===== src/hft_pkg.sv =====
// Types and constants of the Hilbert transformer core.
// Depends on nothing; used by the interfaces, the core and its checker.
package hft_pkg;

    localparam int SAMPLE_W  = 16;
    localparam int COEF_W    = 16;
    localparam int QUAD_W    = 24;
    localparam int NUM_COEFS = 8;
    localparam int CFG_IDX_W = $clog2(NUM_COEFS);
    localparam int TAP_W     = CFG_IDX_W;
    localparam int DIFF_W    = SAMPLE_W + 1;
    localparam int PROD_W    = DIFF_W + COEF_W;
    localparam int ACC_W     = PROD_W + 3;

    typedef logic signed [SAMPLE_W-1:0]  t_sample;
    typedef logic signed [COEF_W-1:0]    t_coef;
    typedef logic signed [QUAD_W-1:0]    t_quad;
    typedef logic        [CFG_IDX_W-1:0] t_cfg_idx;
    typedef logic        [TAP_W-1:0]     t_tap;
    typedef logic signed [DIFF_W-1:0]    t_diff;
    typedef logic signed [PROD_W-1:0]    t_prod;
    typedef logic signed [ACC_W-1:0]     t_acc;

endpackage


===== src/hft_stream_if.sv =====
// Valid/ready channel interfaces for the Hilbert transformer core.
// Depends on hft_pkg for the payload types.
interface hft_in_if;
    import hft_pkg::*;

    logic    valid;
    logic    ready;
    t_sample sample_in;

    modport source (output valid, output sample_in, input ready);
    modport sink   (input valid, input sample_in, output ready);
endinterface

interface hft_out_if;
    import hft_pkg::*;

    logic    valid;
    logic    ready;
    t_quad   quad_out;
    t_sample inphase_out;

    modport source (output valid, output quad_out, output inphase_out, input ready);
    modport sink   (input valid, input quad_out, input inphase_out, output ready);
endinterface


===== src/hilbert_fir_transformer_core.sv =====
// Top level of the 31-tap Hilbert transformer: ring buffer, shared MAC and sequencer.
// Depends on hft_pkg and the channel interfaces in hft_stream_if.sv.
//
//  channel   direction  request payload
//  i_in      in         sample_in (16 b signed)
//  o_out     out        quad_out (24 b signed), inphase_out (16 b signed)
//  i_cfg_*   in         coefficient write: index 0..7, 16 b data
//
// After acceptance, the sequencer issues ring reads for the tap pairs, then the centre tap,
// and the subtract, multiply, accumulate pipeline drains; the result is then registered
// and offered as the core returns to idle, and the next request can be taken from then on.
// Reset is synchronous; it clears the coefficients, the ring (through per-entry
// valid bits) and the write pointer. A result held in the output register stalls
// only the final step; the next request may be taken while that result waits.
module hilbert_fir_transformer_core #(
    parameter int RING_DEPTH    = 32,
    parameter int HALF_TAPS     = 8,
    parameter int CENTER_OFFSET = 15,
    parameter int FRAC_BITS     = 15
) (
    input  logic             i_clk,
    input  logic             i_rst_n,
    hft_in_if.sink           i_in,
    hft_out_if.source        o_out,
    input  logic             i_cfg_we,
    input  hft_pkg::t_cfg_idx i_cfg_idx,
    input  hft_pkg::t_coef   i_cfg_data
);
    import hft_pkg::*;

    localparam int AW = $clog2(RING_DEPTH);
    localparam int CW = $clog2(HALF_TAPS + 2);

    localparam logic [AW-1:0] LO_START  = AW'(CENTER_OFFSET - 1);
    localparam logic [AW-1:0] HI_START  = AW'(CENTER_OFFSET + 1);
    localparam logic [AW-1:0] MID_OFS   = AW'(CENTER_OFFSET);
    localparam logic [AW-1:0] PTR_STEP  = AW'(2);
    localparam logic [AW-1:0] PTR_ONE   = AW'(1);
    localparam logic [CW-1:0] ISS_MID   = CW'(HALF_TAPS);
    localparam logic [CW-1:0] ISS_LAST  = CW'(HALF_TAPS - 1);
    localparam logic [CW-1:0] ISS_ONE   = CW'(1);

    localparam logic [1:0] S_IDLE = 2'd0;
    localparam logic [1:0] S_RUN  = 2'd1;
    localparam logic [1:0] S_FIN  = 2'd2;

    // Control state.
    logic [1:0]            r_state, n_state;
    logic [AW-1:0]         r_wp;
    logic [CW-1:0]         r_iss;
    logic [RING_DEPTH-1:0] r_vld;
    t_coef                 r_coef [NUM_COEFS];
    logic                  r_rd_v, r_rd_mid, r_rd_last;
    logic                  r_df_v, r_df_last;
    logic                  r_pr_v, r_pr_last;
    logic                  r_out_v;

    // Datapath registers.
    t_sample               r_mem [RING_DEPTH];
    logic [AW-1:0]         r_lo, r_hi, r_mid;
    t_sample               r_rd_a, r_rd_b;
    logic                  r_rd_a_ok, r_rd_b_ok;
    t_tap                  r_rd_tap, r_df_tap;
    t_diff                 r_diff;
    t_prod                 r_prod;
    t_acc                  r_acc;
    t_sample               r_inph;
    t_quad                 r_quad;
    t_sample               r_out_inph;

    logic                  accept, issue, issue_mid, fin_go;
    logic [AW-1:0]         addr_a;
    t_sample               rd_a, rd_b;
    t_acc                  shifted;
    t_quad                 quad_sat;

    assign accept    = (r_state == S_IDLE) && i_in.valid;
    assign issue     = (r_state == S_RUN) && (r_iss <= ISS_MID);
    assign issue_mid = (r_iss == ISS_MID);
    assign addr_a    = issue_mid ? r_mid : r_lo;
    assign fin_go    = (r_state == S_FIN) && (!r_out_v || o_out.ready);

    assign i_in.ready        = (r_state == S_IDLE);
    assign o_out.valid       = r_out_v;
    assign o_out.quad_out    = r_quad;
    assign o_out.inphase_out = r_out_inph;

    // Sequencer.
    always_comb begin
        n_state = r_state;
        case (r_state)
            S_IDLE: begin
                if (accept) begin
                    n_state = S_RUN;
                end
            end
            S_RUN: begin
                if (r_pr_v && r_pr_last) begin
                    n_state = S_FIN;
                end
            end
            S_FIN: begin
                if (fin_go) begin
                    n_state = S_IDLE;
                end
            end
            default: n_state = S_IDLE;
        endcase
    end

    // Control registers, coefficients and ring valid bits.
    always_ff @(posedge i_clk) begin
        if (!i_rst_n) begin
            r_state   <= S_IDLE;
            r_wp      <= '0;
            r_iss     <= '0;
            r_vld     <= '0;
            r_rd_v    <= 1'b0;
            r_rd_mid  <= 1'b0;
            r_rd_last <= 1'b0;
            r_df_v    <= 1'b0;
            r_df_last <= 1'b0;
            r_pr_v    <= 1'b0;
            r_pr_last <= 1'b0;
            r_out_v   <= 1'b0;
            for (int i = 0; i < NUM_COEFS; i++) begin
                r_coef[i] <= '0;
            end
        end else begin
            r_state <= n_state;
            if (i_cfg_we) begin
                r_coef[i_cfg_idx] <= i_cfg_data;
            end
            if (accept) begin
                r_vld[r_wp] <= 1'b1;
                r_wp        <= r_wp - PTR_ONE;
                r_iss       <= '0;
            end else if (issue) begin
                r_iss <= r_iss + ISS_ONE;
            end
            r_rd_v    <= issue && !issue_mid;
            r_rd_mid  <= issue && issue_mid;
            r_rd_last <= (r_iss == ISS_LAST);
            r_df_v    <= r_rd_v;
            r_df_last <= r_rd_last;
            r_pr_v    <= r_df_v;
            r_pr_last <= r_df_last;
            if (fin_go) begin
                r_out_v <= 1'b1;
            end else if (o_out.ready) begin
                r_out_v <= 1'b0;
            end
        end
    end

    // Ring memory: one write port, two registered read ports.
    always_ff @(posedge i_clk) begin
        if (accept) begin
            r_mem[r_wp] <= i_in.sample_in;
        end
        r_rd_a    <= r_mem[addr_a];
        r_rd_b    <= r_mem[r_hi];
        r_rd_a_ok <= r_vld[addr_a];
        r_rd_b_ok <= r_vld[r_hi];
    end

    // Entries never written since reset read as zero.
    assign rd_a = r_rd_a_ok ? r_rd_a : '0;
    assign rd_b = r_rd_b_ok ? r_rd_b : '0;

    // Tap-pair addressing and the subtract, multiply, accumulate pipeline.
    always_ff @(posedge i_clk) begin
        if (accept) begin
            r_lo  <= r_wp + LO_START;
            r_hi  <= r_wp + HI_START;
            r_mid <= r_wp + MID_OFS;
        end else if (issue && !issue_mid) begin
            r_lo <= r_lo - PTR_STEP;
            r_hi <= r_hi + PTR_STEP;
        end
        r_rd_tap <= t_tap'(r_iss);
        r_df_tap <= r_rd_tap;
        r_diff   <= {rd_b[SAMPLE_W-1], rd_b} - {rd_a[SAMPLE_W-1], rd_a};
        if (r_rd_mid) begin
            r_inph <= rd_a;
        end
        r_prod <= r_diff * r_coef[r_df_tap];
        if (accept) begin
            r_acc <= '0;
        end else if (r_pr_v) begin
            r_acc <= r_acc + {{(ACC_W - PROD_W){r_prod[PROD_W-1]}}, r_prod};
        end
    end

    // Floor shift and saturation to the output width.
    assign shifted = r_acc >>> FRAC_BITS;

    always_comb begin
        if (shifted[ACC_W-1:QUAD_W-1] == '0 || shifted[ACC_W-1:QUAD_W-1] == '1) begin
            quad_sat = shifted[QUAD_W-1:0];
        end else if (shifted[ACC_W-1]) begin
            quad_sat = {1'b1, {(QUAD_W - 1){1'b0}}};
        end else begin
            quad_sat = {1'b0, {(QUAD_W - 1){1'b1}}};
        end
    end

    // Output register.
    always_ff @(posedge i_clk) begin
        if (fin_go) begin
            r_quad     <= quad_sat;
            r_out_inph <= r_inph;
        end
    end

endmodule


===== src/flat_wrapper.sv =====
// flat-port wrapper written by rule: the top's interface ports become plain ports
module hilbert_fir_transformer_core_flat import hft_pkg::*;
#(
    parameter int RING_DEPTH    = 32,
    parameter int HALF_TAPS     = 8,
    parameter int CENTER_OFFSET = 15,
    parameter int FRAC_BITS     = 15
)
  (i_clk, i_rst_n, i_cfg_we, i_cfg_idx, i_cfg_data, i_in_valid, i_in_sample_in, i_in_ready, o_out_valid, o_out_quad_out, o_out_inphase_out, o_out_ready);
  hft_in_if i_in_i ();
  hft_out_if o_out_i ();
  input  logic i_clk;
  input  logic i_rst_n;
  input  logic i_cfg_we;
  input  hft_pkg::t_cfg_idx i_cfg_idx;
  input  hft_pkg::t_coef i_cfg_data;
  input wire logic [$bits(i_in_i.valid)-1:0] i_in_valid;
  input wire logic [$bits(i_in_i.sample_in)-1:0] i_in_sample_in;
  output wire logic [$bits(i_in_i.ready)-1:0] i_in_ready;
  output wire logic [$bits(o_out_i.valid)-1:0] o_out_valid;
  output wire logic [$bits(o_out_i.quad_out)-1:0] o_out_quad_out;
  output wire logic [$bits(o_out_i.inphase_out)-1:0] o_out_inphase_out;
  input wire logic [$bits(o_out_i.ready)-1:0] o_out_ready;
  assign i_in_i.valid = i_in_valid;
  assign i_in_i.sample_in = i_in_sample_in;
  assign i_in_ready = i_in_i.ready;
  assign o_out_valid = o_out_i.valid;
  assign o_out_quad_out = o_out_i.quad_out;
  assign o_out_inphase_out = o_out_i.inphase_out;
  assign o_out_i.ready = o_out_ready;
  hilbert_fir_transformer_core #(.RING_DEPTH(RING_DEPTH), .HALF_TAPS(HALF_TAPS), .CENTER_OFFSET(CENTER_OFFSET), .FRAC_BITS(FRAC_BITS)) u_core (.i_clk(i_clk), .i_rst_n(i_rst_n), .i_in(i_in_i), .o_out(o_out_i), .i_cfg_we(i_cfg_we), .i_cfg_idx(i_cfg_idx), .i_cfg_data(i_cfg_data));
endmodule

===== config.mk =====
export PLATFORM = sky130hd
export DESIGN_NAME = hilbert_fir_transformer_core_flat
export DESIGN_NICKNAME = d
export VERILOG_FILES = /design/src/hft_pkg.sv /design/src/hft_stream_if.sv /design/src/hilbert_fir_transformer_core.sv /design/src/flat_wrapper.sv
export SDC_FILE = /design/constraint.sdc
export NUM_CORES = 2
export LEC_CHECK = 0
export BUFFER_PORTS_ARGS = -buffer_cell sky130_fd_sc_hd__buf_2
export CORE_ASPECT_RATIO = 0.9
export CORE_MARGIN = 8
export CORE_UTILIZATION = 35
export CTS_BUF_LIST = sky130_fd_sc_hd__clkbuf_2
export DETAILED_ROUTE_END_ITERATION = 8
export GPL_TIMING_DRIVEN = 0
export PLACE_DENSITY = 0.55
export SLEW_MARGIN = 20
export SYNTH_ARGS = -nofsm -noshare
export SYNTH_HDL_FRONTEND = slang
export SYNTH_SLANG_ARGS = --single-unit

===== constraint.sdc =====
create_clock -name i_clk -period 7.11 [get_ports i_clk]
set_input_delay 0.3555 -clock i_clk [delete_from_list [all_inputs] [get_ports i_clk]]
set_output_delay 0.3555 -clock i_clk [all_outputs]
set_load 0.005 [all_outputs]

==> impl.org <==
** Die
- In this run the vertical extent of the chip is 373 um.
- For this design the top-level I/O count stands at around 80.
- Floorplan row count :: roughly 130
- The region available for standard cell placement spans 141000 sq um.
- The die covers 154000 sq um.
- For this configuration, the core starts out at a cell density of 0.352.
- From left edge to right edge, the die measures approximately 410 um.

** Routing
- Detailed router's first-iteration violation count :: between 2000 and 3000
- Via count of the routed design :: 31820
- Using the TritonRoute via totals, the vias-per-cell ratio works out to 5.21.
- In this run the remaining antenna-violating nets after routing total 0.
- Pre-Repair DR Iteration Count :: 6
- Total wirelength of the detailed-routed design :: around 150000 um
- After detailed routing, the average wire length per cell comes to around 24 um.
- For this run, design rule violations remaining after detail routing come to 0.

** Critical path
- By startpoint and endpoint, the worst setup path is classified as register to register.
- Critical Path Start Type :: register
- For the worst setup path, the data required time is about 8600 ps.
- Kind of end point of the critical path :: register
- Critical path data arrival time :: 8680 ps
- In this run the worst path has a maximum fanout of 6.

** Clock tree
- The later pin in the worst-skew pair is clocked with a latency of roughly 1700 ps.
- The clock net in this run drives a total of 884 sinks.
- Clock buffer count from CTS :: 220
- Clock-pin slew was measured on the worst setup and hold paths at 130 ps.
- TritonCTS built the clock tree.
- The clock tree synthesis step divided the H-tree into 4 levels.
- Clock root buffer master :: clkbuf_2
- Clock buffer depth :: 3

** Flow run
- Number of violations of the max-capacitance limit :: 0

** Outcome
- The checks that failed: setup timing.
- Status :: finished, violations left

** Synth
- Share of the yosys chip area belonging to registers :: 0.499
- Async set or reset register ratio after synthesis :: 0
- Synthesized area per cell :: around 14 sq um
- Counting flops and latches in the post-synthesis netlist gives a little under 900.
- Post-synthesis instance area :: between 40000 and 50000 sq um
- Number of distinct library cell variants in the gate-level netlist after synthesis :: 70
- Counting every net in the synthesized netlist gives 4010.
- Leading register cell type out of synthesis :: edfxtp_1
- Synthesis produced 3547 cells.
- Number of synthesized flops with an enable pin :: 707
- Number of warning messages in the yosys log :: 0

** Timing
- The max-slew violation count is 0.
- Number of hold-slack violations in the final timing report :: 0
- Final setup viols :: 2
- Max Clock Skew :: approximately 170 ps
- Once routing completed, OpenROAD measured the worst setup slack at -96.4 ps.
- For the pin with the worst max-slew slack, the measured transition is roughly 1100 ps.
- Timing would allow up to 139 MHz.
- Setup repair after global routing missed its margin :: yes
- Headroom to the max-slew limit :: 0.238
- Minimum clock period after layout :: 7210 ps
- Of the available clock period, the critical path in the final layout requires 1.01.

** Global routing
- The initial antenna violation count is 9.
- The number of global-route vias before repair came to 32976.
- Maximum number of pins on one net before global-route repair :: 33
- Global-route total usage across every layer :: 0.188
- Global-route wire length before repair :: 216000 um
- Summed over all layers, the global routing overflow is 0.

** Cells and area
- Fill count :: 13326
- Area Overhead vs Synth :: 16.2%
- Leading cell types in the layout, fill and taps excluded :: edfxtp_1 (707), inv_1 (345), clkbuf_2 (339)
- Most common cell after layout, fill and taps aside :: edfxtp_1
- Final nets :: between 4000 and 5000
- Layout cell share with drive strength beyond 1 :: 0.265

** Placed design
- Worst setup timing slack at the placement stage :: -1910 ps
- The count of buffers added on input and output ports is 81.
- At the end of routability-driven placement, the weighted congestion stood at 1.00.
- Total half-perimeter wirelength after legalization and detailed placement :: 105000 um

** Hold path
- Type of the most critical hold path :: primary input to register
==> repair_timing <==
action / in CTS / in global routing
setup endpoints to repair: 21 / 10
pin swaps: 44 / 52
hold endpoints to repair: 857 / 32
gates resized for setup: 142 / 55
buffers inserted: 44 / 18
hold buffers: 107 / 1
gates cloned: 3 / 0
==> worst max-delay path, stage by stage, from the launching register on <==
cell and delay [ps]:
dfxtp_2 340, buf_8 130, buf_12 150, buf_12 130
mux4_2 510, mux2_4 320, and2_4 170, fa_2 630
inv_2 50, fa_1 520, fa_1 440, fa_1 510
fa_1 430, fa_1 550, inv_2 70, ha_4 260
a211oi_4 260, o211ai_1 160, a221o_1 350, a41oi_4 310
o31ai_4 100, nor2_2 130, o21ai_2 80, a31o_1 230
a21oi_2 180, xnor2_2 150
==> kinds of logic after synthesis <==
kind of cell	share of synthesized area
compound gates	0.0352
xor+xnor	0.0157
fa+ha+maj	0.149
buf+inv	0.0410
flops	0.499
mux	0.168
simple gates	0.0934
==> per-stage QoR <==
step	utilization	hold WS, ps	cell area (sq um)	setup TNS, ps	instances
detailed placement	0.376	312	53100	-22810	5520
CTS	0.406	0.805	57400	-432	6081
finish	0.409	228	57800	-133	6112
global route	0.409	37.6	57800	-842	6111
global placement	0.371	311	52500	-26590	5490
floorplan	-	310	49700	0	3547
==> Yosys cell counts (4+ instances only) <==
library cell / n / area (sq um)
xnor2_1: 64 / 561
mux2_2: 30 / 338
or3_1: 5 / 31.3
nor2b_1: 77 / 482
o211ai_1: 6 / 45.0
a21o_1: 12 / 90.1
o22ai_1: 4 / 25.0
and3_1: 5 / 31.3
nand4_1: 6 / 37.5
edfxtp_1: 707 / 21200
o21a_1: 44 / 330
buf_1: 22 / 82.6
buf_2: 22 / 110
inv_1: 357 / 1340
nand3b_1: 6 / 45.0
o21bai_1: 7 / 52.6
mux4_2: 338 / 7610
dfxtp_1: 177 / 3540
and2_1: 210 / 1310
nand3_1: 103 / 515
fa_1: 278 / 5570
o21ai_1: 6 / 30.0
o21ai_0: 72 / 360
nor3_1: 16 / 80.1
ha_1: 145 / 1810
or2_2: 12 / 75.1
a31oi_1: 4 / 25.0
xor2_1: 25 / 219
nand2_1: 333 / 1250
buf_4: 8 / 60.1
clkbuf_1: 118 / 443
nor2_1: 129 / 484
a21boi_0: 6 / 45.0
mux2i_1: 37 / 370
nand2b_1: 34 / 213
a211oi_1: 12 / 90.1
a21oi_1: 65 / 325
==> sequential cells by signal, indices dropped and copies added (netlist names), 16 cells and up, named ones only <==
signal                    flops
u_core.r_vld                 32
u_core.r_diff                17
u_core.r_rd_b                16
u_core.o_out.inphase_out     16
u_core.o_out.quad_out        21
u_core.r_acc                 36
u_core.r_prod                33
u_core.r_mem                512
u_core.r_coef               128
u_core.r_inph                16
u_core.r_rd_a                16
==> layout make-up <==
| type | instances | area [sq um] | share of cell area |
|---|---|---|---|
| Clock buffer | 334 | 1670 | 0.0289 |
| Inverter | 357 | 1340 | 0.0232 |
| Multi-Input combinational cell | 2136 | 23600 | 0.408 |
| Clock inverter | 74 | 430 | 0.00745 |
| Sequential cell | 884 | 24800 | 0.429 |
| Buffer | 169 | 913 | 0.0158 |
| Timing Repair Buffer | 285 | 2670 | 0.0463 |
| Antenna cell | 11 | 27.5 | 0.000477 |
| Tap cell | 1862 | 2330 | 0.0403 |
==> routing by layer <==
layer | global-route usage | wire, um
met5 | 0 | 0
met4 | 0.0647 | 4710
met3 | 0.0408 | 12000
met2 | 0.292 | 66500
met1 | 0.263 | 62500
==> path summary, 6_finish.rpt <==
path	slack [ps]	from	cells after the start	to
max	-100	register	25	u_core.r_prod[32]
min	230	i_in_sample_in[0]	4	u_core.r_mem[6][0]
max reg2reg	-100	register	25	u_core.r_prod[32]
min reg2reg	330	u_core.r_rd_tap[0]	0	register
Power is not shown: default switching activity piles up to over one toggle a cycle in this logic, so the estimate is an artifact.
